File: src/sv/wbsq_pkg.sv
// ----------------------------------------------------------------------------
// Write buffer search queue package
// Shared codes, widths and controller command types for the write buffer.
// ----------------------------------------------------------------------------
package wbsq_pkg;

  // Width of the occupancy limit register.
  localparam int CFG_BITS = 5;

  // Reset value of the occupancy limit.
  localparam logic [CFG_BITS-1:0] MAX_ENTRIES_RESET = 5'd16;

  typedef logic [1:0] cmd_t;
  typedef logic [1:0] status_t;

  // Operation codes.
  localparam cmd_t CMD_PUSH   = 2'd0;
  localparam cmd_t CMD_POP    = 2'd1;
  localparam cmd_t CMD_REMOVE = 2'd2;
  localparam cmd_t CMD_SEARCH = 2'd3;

  // Result status codes.
  localparam status_t ST_DONE  = 2'd0;
  localparam status_t ST_FULL  = 2'd1;
  localparam status_t ST_EMPTY = 2'd2;
  localparam status_t ST_MISS  = 2'd3;

  // Commands from the controller to the datapath.
  typedef struct packed {
    logic capture;  // register the request and its match vector
    logic execute;  // apply the operation and load the result register
  } ctl_cmd_t;

endpackage

File: src/sv/wbsq_req_if.sv
// ----------------------------------------------------------------------------
// Write buffer request channel
// Valid/ready channel carrying one operation with its index and tag.
// ----------------------------------------------------------------------------
interface wbsq_req_if
  import wbsq_pkg::*;
#(
  parameter int INDEX_BITS = 16,
  parameter int TAG_BITS   = 32
);
  logic                  valid;
  logic                  ready;
  cmd_t                  cmd;
  logic [INDEX_BITS-1:0] line_index;
  logic [TAG_BITS-1:0]   line_tag;

  modport source (output valid, output cmd, output line_index, output line_tag,
                  input ready);
  modport sink   (input valid, input cmd, input line_index, input line_tag,
                  output ready);
endinterface

File: src/sv/wbsq_rsp_if.sv
// ----------------------------------------------------------------------------
// Write buffer result channel
// Valid/ready channel carrying the status, popped entry and occupancy.
// ----------------------------------------------------------------------------
interface wbsq_rsp_if
  import wbsq_pkg::*;
#(
  parameter int INDEX_BITS = 16,
  parameter int TAG_BITS   = 32,
  parameter int OCC_BITS   = 5
);
  logic                  valid;
  logic                  ready;
  status_t               status;
  logic [INDEX_BITS-1:0] popped_index;
  logic [TAG_BITS-1:0]   popped_tag;
  logic [OCC_BITS-1:0]   occupancy;

  modport source (output valid, output status, output popped_index,
                  output popped_tag, output occupancy, input ready);
  modport sink   (input valid, input status, input popped_index,
                  input popped_tag, input occupancy, output ready);
endinterface

File: src/sv/wbsq_cfg_if.sv
// ----------------------------------------------------------------------------
// Write buffer configuration channel
// Valid/ready write channel for the occupancy limit register.
// ----------------------------------------------------------------------------
interface wbsq_cfg_if
  import wbsq_pkg::*;
();
  logic                valid;
  logic                ready;
  logic [CFG_BITS-1:0] max_entries;

  modport source (output valid, output max_entries, input ready);
  modport sink   (input valid, input max_entries, output ready);
endinterface

File: src/sv/wbsq_ctrl.sv
// ----------------------------------------------------------------------------
// Write buffer controller
// Two-state sequencer: capture a request, then execute it once the result
// register is free.
// ----------------------------------------------------------------------------
module wbsq_ctrl
  import wbsq_pkg::*;
(
  input  logic     clk,
  input  logic     rst,
  input  logic     in_valid,
  output logic     in_ready,
  output logic     out_valid,
  input  logic     out_ready,
  output ctl_cmd_t cmd
);

  localparam logic S_IDLE = 1'b0;
  localparam logic S_EXEC = 1'b1;

  logic state;
  logic state_next;
  logic out_free;

  // The result register may be refilled when empty or being taken.
  assign out_free = !out_valid || out_ready;
  assign in_ready = (state == S_IDLE);

  // Next state and commands.
  always_comb begin
    state_next  = state;
    cmd.capture = 1'b0;
    cmd.execute = 1'b0;
    case (state)
      S_IDLE: begin
        if (in_valid) begin
          cmd.capture = 1'b1;
          state_next  = S_EXEC;
        end
      end
      S_EXEC: begin
        if (out_free) begin
          cmd.execute = 1'b1;
          state_next  = S_IDLE;
        end
      end
      default: begin
        state_next = S_IDLE;
      end
    endcase
  end

  // State and result valid flag.
  always_ff @(posedge clk) begin
    if (rst) begin
      state     <= S_IDLE;
      out_valid <= 1'b0;
    end else begin
      state <= state_next;
      if (cmd.execute) begin
        out_valid <= 1'b1;
      end else if (out_ready) begin
        out_valid <= 1'b0;
      end
    end
  end

endmodule

File: src/sv/wbsq_datapath.sv
// ----------------------------------------------------------------------------
// Write buffer datapath
// Entry row with parallel compare, close-up shifting, limit register and
// result register.
// ----------------------------------------------------------------------------
module wbsq_datapath
  import wbsq_pkg::*;
#(
  parameter int DEPTH      = 16,
  parameter int INDEX_BITS = 16,
  parameter int TAG_BITS   = 32,
  parameter int OCC_BITS   = 5
)(
  input  logic                  clk,
  input  logic                  rst,
  input  ctl_cmd_t              cmd,
  input  cmd_t                  in_cmd,
  input  logic [INDEX_BITS-1:0] in_index,
  input  logic [TAG_BITS-1:0]   in_tag,
  input  logic                  cfg_we,
  input  logic [CFG_BITS-1:0]   cfg_max,
  output status_t               status,
  output logic [INDEX_BITS-1:0] popped_index,
  output logic [TAG_BITS-1:0]   popped_tag,
  output logic [OCC_BITS-1:0]   occupancy
);

  localparam int CMP_BITS = (OCC_BITS > CFG_BITS) ? OCC_BITS : CFG_BITS;

  logic [INDEX_BITS-1:0] entry_index [DEPTH];
  logic [TAG_BITS-1:0]   entry_tag   [DEPTH];
  logic [OCC_BITS-1:0]   fill_count;
  logic [CFG_BITS-1:0]   max_entries;

  cmd_t                  op;
  logic [INDEX_BITS-1:0] op_index;
  logic [TAG_BITS-1:0]   op_tag;
  logic [DEPTH-1:0]      match;

  logic [DEPTH-1:0]      match_next;
  logic [DEPTH-1:0]      close_up;
  logic                  any_match;
  logic                  is_full;
  logic                  is_empty;
  logic                  do_push;
  logic                  do_shift;
  logic [OCC_BITS-1:0]   fill_count_next;
  status_t               status_next;

  // Parallel compare of the request against every held entry.
  always_comb begin
    for (int k = 0; k < DEPTH; k++) begin
      match_next[k] = (OCC_BITS'(k) < fill_count) && (entry_index[k] == in_index) &&
                      (entry_tag[k] == in_tag);
    end
  end

  // Entries at and above the newest match move down by one.
  always_comb begin
    for (int k = 0; k < DEPTH; k++) begin
      close_up[k] = ((match >> (k + 1)) == '0);
    end
  end

  assign any_match = |match;
  assign is_empty  = (fill_count == '0);
  assign is_full   = (CMP_BITS'(fill_count) >= CMP_BITS'(max_entries)) ||
                     (fill_count == OCC_BITS'(DEPTH));

  // Operation decode.
  always_comb begin
    do_push         = 1'b0;
    do_shift        = 1'b0;
    fill_count_next = fill_count;
    status_next     = ST_DONE;
    case (op)
      CMD_PUSH: begin
        if (is_full) begin
          status_next = ST_FULL;
        end else begin
          do_push         = 1'b1;
          fill_count_next = fill_count + OCC_BITS'(1);
        end
      end
      CMD_POP: begin
        if (is_empty) begin
          status_next = ST_EMPTY;
        end else begin
          do_shift        = 1'b1;
          fill_count_next = fill_count - OCC_BITS'(1);
        end
      end
      CMD_REMOVE: begin
        if (!any_match) begin
          status_next = ST_MISS;
        end else begin
          do_shift        = 1'b1;
          fill_count_next = fill_count - OCC_BITS'(1);
        end
      end
      default: begin
        status_next = any_match ? ST_DONE : ST_MISS;
      end
    endcase
  end

  // Request capture.
  always_ff @(posedge clk) begin
    if (cmd.capture) begin
      op       <= in_cmd;
      op_index <= in_index;
      op_tag   <= in_tag;
      match    <= match_next;
    end
  end

  // Entry row: append at the fill point or close up towards the head.
  always_ff @(posedge clk) begin
    if (cmd.execute) begin
      for (int k = 0; k < DEPTH; k++) begin
        if (do_push && (fill_count == OCC_BITS'(k))) begin
          entry_index[k] <= op_index;
          entry_tag[k]   <= op_tag;
        end else if (do_shift && ((op == CMD_POP) || close_up[k]) && (k < DEPTH - 1)) begin
          entry_index[k] <= entry_index[(k < DEPTH - 1) ? k + 1 : k];
          entry_tag[k]   <= entry_tag[(k < DEPTH - 1) ? k + 1 : k];
        end
      end
    end
  end

  // Fill count and occupancy limit.
  always_ff @(posedge clk) begin
    if (rst) begin
      fill_count  <= '0;
      max_entries <= MAX_ENTRIES_RESET;
    end else begin
      if (cmd.execute) begin
        fill_count <= fill_count_next;
      end
      if (cfg_we) begin
        max_entries <= cfg_max;
      end
    end
  end

  // Result register.
  always_ff @(posedge clk) begin
    if (cmd.execute) begin
      status    <= status_next;
      occupancy <= fill_count_next;
      if ((op == CMD_POP) && !is_empty) begin
        popped_index <= entry_index[0];
        popped_tag   <= entry_tag[0];
      end else begin
        popped_index <= '0;
        popped_tag   <= '0;
      end
    end
  end

endmodule

File: src/sv/write_buffer_search_queue_top.sv
// ----------------------------------------------------------------------------
// Write buffer search queue
// Bounded in-order buffer of (index, tag) entries with associative lookup.
// ----------------------------------------------------------------------------
// Usage:
//   req carries one request: cmd (push, pop oldest, remove newest match,
//   search), line_index and line_tag. rsp returns one result per request:
//   status, the popped entry (zero unless a pop succeeded) and occupancy.
//   cfg writes the occupancy limit; it is always ready and should only be
//   written while no request is outstanding.
// Timing:
//   A request is captured together with its compare against all entries in
//   parallel, and is then executed once the result register is free; the
//   result is registered. The controller's capture and execute steps take
//   no new request until the one held has been executed.
// Stalls:
//   A held result does not block acceptance of the next request; execution
//   of that request waits until the result register has been taken.
// Reset:
//   rst empties the buffer and sets the limit to 16. Entry storage is not
//   cleared; only entries below the fill count are ever read.
// ----------------------------------------------------------------------------
module write_buffer_search_queue_top
  import wbsq_pkg::*;
#(
  parameter int DEPTH      = 16,
  parameter int INDEX_BITS = 16,
  parameter int TAG_BITS   = 32
)(
  input logic      clk,
  input logic      rst,
  wbsq_req_if.sink req,
  wbsq_rsp_if.source rsp,
  wbsq_cfg_if.sink cfg
);

  // Occupancy width follows the depth.
  localparam int OCC_BITS = $clog2(DEPTH + 1);

  ctl_cmd_t ctl;

  // The limit register takes a write in any cycle.
  assign cfg.ready = 1'b1;

  // Sequencer.
  wbsq_ctrl u_ctrl (
    .clk       (clk),
    .rst       (rst),
    .in_valid  (req.valid),
    .in_ready  (req.ready),
    .out_valid (rsp.valid),
    .out_ready (rsp.ready),
    .cmd       (ctl)
  );

  // Entry storage, compare and result register.
  wbsq_datapath #(
    .DEPTH      (DEPTH),
    .INDEX_BITS (INDEX_BITS),
    .TAG_BITS   (TAG_BITS),
    .OCC_BITS   (OCC_BITS)
  ) u_datapath (
    .clk          (clk),
    .rst          (rst),
    .cmd          (ctl),
    .in_cmd       (req.cmd),
    .in_index     (req.line_index),
    .in_tag       (req.line_tag),
    .cfg_we       (cfg.valid),
    .cfg_max      (cfg.max_entries),
    .status       (rsp.status),
    .popped_index (rsp.popped_index),
    .popped_tag   (rsp.popped_tag),
    .occupancy    (rsp.occupancy)
  );

endmodule
File: src/flat_wrapper.sv
// flat-port wrapper written by rule: the top's interface ports become plain ports
module write_buffer_search_queue_top_flat import wbsq_pkg::*;
#(
  parameter int DEPTH      = 16,
  parameter int INDEX_BITS = 16,
  parameter int TAG_BITS   = 32
)
  (clk, rst, req_valid, req_cmd, req_line_index, req_line_tag, req_ready, rsp_valid, rsp_status, rsp_popped_index, rsp_popped_tag, rsp_occupancy, rsp_ready, cfg_valid, cfg_max_entries, cfg_ready);
  wbsq_req_if #(.INDEX_BITS(INDEX_BITS), .TAG_BITS(TAG_BITS)) req_i ();
  wbsq_rsp_if #(.INDEX_BITS(INDEX_BITS), .TAG_BITS(TAG_BITS)) rsp_i ();
  wbsq_cfg_if cfg_i ();
  input logic clk;
  input logic rst;
  input wire logic [$bits(req_i.valid)-1:0] req_valid;
  input wire logic [$bits(req_i.cmd)-1:0] req_cmd;
  input wire logic [$bits(req_i.line_index)-1:0] req_line_index;
  input wire logic [$bits(req_i.line_tag)-1:0] req_line_tag;
  output wire logic [$bits(req_i.ready)-1:0] req_ready;
  output wire logic [$bits(rsp_i.valid)-1:0] rsp_valid;
  output wire logic [$bits(rsp_i.status)-1:0] rsp_status;
  output wire logic [$bits(rsp_i.popped_index)-1:0] rsp_popped_index;
  output wire logic [$bits(rsp_i.popped_tag)-1:0] rsp_popped_tag;
  output wire logic [$bits(rsp_i.occupancy)-1:0] rsp_occupancy;
  input wire logic [$bits(rsp_i.ready)-1:0] rsp_ready;
  input wire logic [$bits(cfg_i.valid)-1:0] cfg_valid;
  input wire logic [$bits(cfg_i.max_entries)-1:0] cfg_max_entries;
  output wire logic [$bits(cfg_i.ready)-1:0] cfg_ready;
  assign req_i.valid = req_valid;
  assign req_i.cmd = req_cmd;
  assign req_i.line_index = req_line_index;
  assign req_i.line_tag = req_line_tag;
  assign req_ready = req_i.ready;
  assign rsp_valid = rsp_i.valid;
  assign rsp_status = rsp_i.status;
  assign rsp_popped_index = rsp_i.popped_index;
  assign rsp_popped_tag = rsp_i.popped_tag;
  assign rsp_occupancy = rsp_i.occupancy;
  assign rsp_i.ready = rsp_ready;
  assign cfg_i.valid = cfg_valid;
  assign cfg_i.max_entries = cfg_max_entries;
  assign cfg_ready = cfg_i.ready;
  write_buffer_search_queue_top #(.DEPTH(DEPTH), .INDEX_BITS(INDEX_BITS), .TAG_BITS(TAG_BITS)) u_core (.clk(clk), .rst(rst), .req(req_i), .rsp(rsp_i), .cfg(cfg_i));
endmodule
File: config.mk
export PLATFORM = sky130hd
export DESIGN_NAME = write_buffer_search_queue_top_flat
export DESIGN_NICKNAME = d
export VERILOG_FILES = /design/src/sv/wbsq_pkg.sv /design/src/sv/wbsq_req_if.sv /design/src/sv/wbsq_rsp_if.sv /design/src/sv/wbsq_cfg_if.sv /design/src/sv/wbsq_ctrl.sv /design/src/sv/wbsq_datapath.sv /design/src/sv/write_buffer_search_queue_top.sv /design/src/flat_wrapper.sv
export SDC_FILE = /design/constraint.sdc
export NUM_CORES = 2
export LEC_CHECK = 0
export BUFFER_PORTS_ARGS = -buffer_cell sky130_fd_sc_hd__buf_2
export CORE_UTILIZATION = 30
export DETAILED_ROUTE_END_ITERATION = 7
export PLACE_DENSITY_LB_ADDON = 0.12
export SYNTH_ARGS = -nofsm -noshare
export SYNTH_HDL_FRONTEND = slang
export SYNTH_SLANG_ARGS = --single-unit
File: constraint.sdc
create_clock -name clk -period 13 [get_ports clk]
set_input_delay 0.65 -clock clk [delete_from_list [all_inputs] [get_ports clk]]
set_output_delay 0.65 -clock clk [all_outputs]
set_load 0.02 [all_outputs]
# After elaboration in Yosys (flattened, before gate mapping)
# Memories as Yosys holds them, arrays and structs flattened.
# Cells that the tools add are included.
# word_totals
regBits	133
latch_bits	0
ram_bits	768
romBits	0
input_bits	60
output_inout_bits	58
word_cells	383
memories	2
# mem_list
memory	words	width	rd	rd_ports_with_merged_regs	write_ports	line	text
u_core.u_datapath.entry_tag	16	32	16	0	15	wbsq_datapath.sv:31	logic [TAG_BITS-1:0] entry_tag [DEPTH];
u_core.u_datapath.entry_index	16	16	16	0	15	wbsq_datapath.sv:30	logic [INDEX_BITS-1:0] entry_index [DEPTH];
# classes
addsub	2
multipliers	0
div	0
order_cmp	17
eq_ne	50
shifts	0
mux	165
bitwise_logic	31
n_reduce_logical	104
# op_table
op	n
$eq A32 B32 Y1	16
$mux W32	16
$eq A16 B16 Y1	16
$mux W16	16
$logic_not A16 Y1	15
$mux W1	122
$logic_and A1 B1 Y1	64
$eq A5 B4 Y1 const B	8
$lt A4 B5 Y1 const A	8
$reduce_or A16 Y1	2
$reduce_or A32 Y1	1
$or A1 B1 Y1	30
$eq A5 B3 Y1 const B	4
$lt A3 B5 Y1 const A	4
$logic_or A1 B1 Y1	17
$mux W5	3
$pmux W5 S3	1
$eq A5 B2 Y1 const B	2
$lt A1 B5 Y1 const A	2
$lt A2 B5 Y1 const A	2
$mux W4	2
$add A5 B1 Y5 const B	1
$eq A5 B1 Y1 const B	1
$eq A5 B5 Y1 const B	1
12 further kinds	15

# Depth between registers and ports, before layout
# depth
word_depth	10
ltp_mapped	12
ltp_nobuf	8

# Cells and area by module
# From an unflattened synthesis, not the netlist that was laid out.
# unflattened
cells_unflattened	3190
area_unflattened_um2	46563.4
# modules_own_cells
mod	instances	cells_each	area_per_inst_um2	seq_area_each_um2
wbsq_datapath	1	3179	46464.6	26895.8
wbsq_ctrl	1	9	87.6	40.0
write_buffer_search_queue_top	1	2	11.3	0.0

# Worst setup path after synthesis
# Ideal clock, no wire load.
# synth_timing
path_type	input to register
start	input port rsp_ready
end	memory u_core.u_datapath.entry_index[11][0], in the netlist u_core.u_datapath.entry_index[1][48] (enable)
t_arrival_ns	6.627
required_ns	12.473
slack_ns	5.845
stages	5
n_path_buf	1
cell_sequence	nand2b_1 -> and2_1 -> clkbuf_1 -> nand2_1 -> o32ai_1
# synth_rtl
element	line	text
from (decl)	flat_wrapper.sv:24	input wire logic [$bits(rsp_i.ready)-1:0] rsp_ready;
to (decl)	wbsq_datapath.sv:30	

==> flow_metrics.tcl <==
set metrics [dict create \
    cp-startpoint "u_core.u_datapath.fill_count[1]$_SDFFE_PP0P_" \
    end_kind "register" \
    power_w 0.00677 \
    violations "DRC" \
    synth_fp_nets 3267 \
    postCtsHoldBufs 0 \
    crit_required_ns 13.34 \
    avgViaCountPerCell 4.93 \
    timing.rr.start "u_core.u_datapath.fill_count[1]$_SDFFE_PP0P_" \
    utilization_pct 34.2 \
    grt_pass1_vias 28100 \
    syn_inst 3193 \
    drive_gt1_share_pct 29.5 \
    worst_pin_slew_ns 1.31 \
    cts_setup_buffers 0 \
    grt_max_degree 74 \
    gp_congestion 0.951 \
    setup_viol 0 \
    wl_per_cell_um 30.5 \
    dp_hpwl_mm 128 \
    cp-start-kind "register" \
    synth_seq_cells 901 \
    slew_headroom_pct 11.9 \
    dieHeight_um 397 \
    max-vdd-ir-drop_v 0.0000921 \
    gr-total-overflow 0 \
    ios 118 \
    cts_tree "done" \
    drtAntennaViolNets 0 \
    skew_ns 0.0303 \
    status "finished with violations" \
    fillers 15000 \
    routed_wl_mm 164 \
    max_cap_violations 0 \
    avgSynthCellArea_um2 14.6 \
    rsz0062_at_grt "no" \
    hold_path_class "in2reg" \
    clock_path_buffers 3 \
    cts_resized 0 \
    cts_sinks 901 \
    synthFlopType "edfxtp_1" \
    worst_ep_arrival_time_ns 5.46 \
    synthArstFlopShare_pct 0 \
    critPathKind "reg2reg" \
    clk_pin_slew_worst_paths_ns 0.06 \
    synth_area_mm2 0.0467 \
    report.final.slew_viol_count 0 \
    tns_ns 0 \
    grt_use_total_pct 20.6 \
    synth.yosys.warnings 0 \
    clock-root-buffer "clkbuf_16" \
    portBuffers 116 \
    final_nets 3317 \
    synth_cell_type_count 71 \
    grt_pass1_wl_mm 227 \
    crit_fanout 51 \
    drtPass1Iterations 8 \
    hold_viol 0 \
    area_delta_synth_final_pct 12.9 \
    first_iter_violations 1829 \
    yosysSeqAreaShare_pct 57.7 \
    clk_latency_ns 0.72 \
    die_w_um 397 \
    initial_core_util_pct 30.3 \
    vias 26500 \
    period_needed_ns 5.12 \
    leakagePower_nw 17.3 \
    p_per_area_mw_per_mm2 128 \
    cts_buffers 103 \
    htreeDepth 3 \
    drc 52 \
    synth_edf_count 889 \
    post-route-period-util_pct 39.4 \
    fmax_mhz 195 \
    worstHoldStart "req_cmd[1]" \
    dieArea_mm2 0.157 \
    core.rowCount 144 \
    grt_antenna_before_repair 5 \
    design.core.area_mm2 0.154 \
]
worst max-delay path, cell delays in order (launching register included):
cell	delay [ns]
dfxtp_1	0.68
inv_1	0.22
ha_1	0.36
or4b_4	0.55
and2_1	0.44
o21a_1	0.75
o221a_4	0.82
a41o_2	0.87
where the power goes:
group          switching [W]  total [W]  internal [W]  leakage, nW
clock                0.00123    0.00278       0.00156         1.53
combinational       0.000385   0.000619      0.000233         7.59
sequential         0.0000969    0.00336       0.00327         8.18
total                0.00171    0.00677       0.00505         17.3
layout by cell type (no fill, tap or decap), types with 4 or more instances in the layout:
cell,instances
nor3_1,22
mux2_4,58
ha_1,13
nand2_1,23
edfxtp_1,889
clkinv_1,27
mux2_2,544
o21ai_4,9
o21ai_0,12
a21o_1,4
mux2_1,118
o221a_4,4
xnor2_1,292
clkbuf_16,104
clkinvlp_4,4
dfxtp_1,12
a21oi_1,19
clkbuf_1,28
nor2_1,28
inv_1,27
buf_4,78
nand4_1,95
nor4_1,136
clkinv_2,18
mux2i_1,4
nand3_1,26
bufinv_16,4
o31ai_1,5
o22ai_1,4
buf_2,116
xor2_1,462
a31oi_1,5
and3_1,51
registers in the layout, summed over array words and instances (netlist names):
name                            flops
u_core.u_ctrl.out_valid             1
u_core.u_datapath.op_index         16
u_core.u_datapath.entry_index     256
u_core.u_datapath.popped_tag       32
u_core.u_datapath.fill_count        5
u_core.u_datapath.occupancy         5
u_core.u_ctrl.state                 1
u_core.u_datapath.max_entries       5
u_core.u_datapath.op_tag           32
u_core.u_datapath.popped_index     16
u_core.u_datapath.status            2
u_core.u_datapath.match            16
u_core.u_datapath.op                2
u_core.u_datapath.entry_tag       512
Yosys cell counts, drive strengths merged (5+ instances only):
master / instances / area share [%]
a21oi: 19 / 0.20
a31oi: 5 / 0.067
and2: 5 / 0.067
and3: 51 / 0.68
buf: 93 / 1.3
clkbuf: 156 / 1.3
dfxtp: 12 / 0.51
edfxtp: 889 / 57
ha: 14 / 0.38
inv: 27 / 0.22
mux2: 720 / 18
nand2: 23 / 0.18
nand3: 26 / 0.28
nand4: 95 / 1.3
nor2: 28 / 0.23
nor3: 23 / 0.25
nor4: 139 / 1.9
o21ai: 21 / 0.25
o21bai: 5 / 0.080
o22ai: 7 / 0.094
o31ai: 5 / 0.080
xnor2: 293 / 5.5
xor2: 462 / 8.7
final cells by class:
class	count	area [um2]	area share, %
tap	2044	2560	4.85
multi-input combinational	2016	18800	35.7
sequential	901	26900	51.1
clock inverter	60	439	0.833
antenna	1	2.50	0.00475
clock buffer	133	2720	5.16
timing repair buffer	194	1170	2.21
inverter	27	101	0.192
path summary, 6_finish.rpt:
path / end / slack [ns] / depth (start not counted)
max reg2reg: u_core.u_datapath.entry_tag[0][80]$_DFFE_PP_ / 7.88 / 7
min: u_core.u_datapath.op[1]$_DFFE_PP_ / 0.13 / 1
min reg2reg: u_core.u_datapath.max_entries[2]$_SDFFE_PP0P_ / 0.57 / 2
max: u_core.u_datapath.entry_tag[0][80]$_DFFE_PP_ / 7.88 / 7
through the flow:
stage          cells  setup slack [ns]  area, um2  hold WS [ns]
2_1_floorplan   3193              5.85      46700         0.459
3_3_place_gp    5182              8.11      49600         0.534
3_5_place_dp    5182              7.92      49600         0.553
4_1_cts         5375              7.89      52700        0.0767
5_1_grt         5375              7.47      52700        0.0924
6_report        5376              7.88      52700         0.129
cells by family after synthesis:
logic type                 Yosys count  share of synthesized area, %
and+or+nand+nor                    410                          5.22
muxes                              724                          17.9
DFF                                901                          57.7
buffers and inverters              276                          2.77
xor gates and xnor gates           755                          14.2
adders and majority gates           14                         0.375
AOI/OAI and AO/OA                  112                          1.87
other                                1                       0.00803
per-layer routing:
layer,track usage (%),routed length [um],part of all wire [%],up-vias
li1,-,-,-,12000
met1,26.2,71000,43,13500
met2,34.9,79000,48,717
met3,2.50,5630,3.4,238
met4,9.19,8080,4.9,0
met5,0,0,0,-
Power figures use the tool's default switching activity.
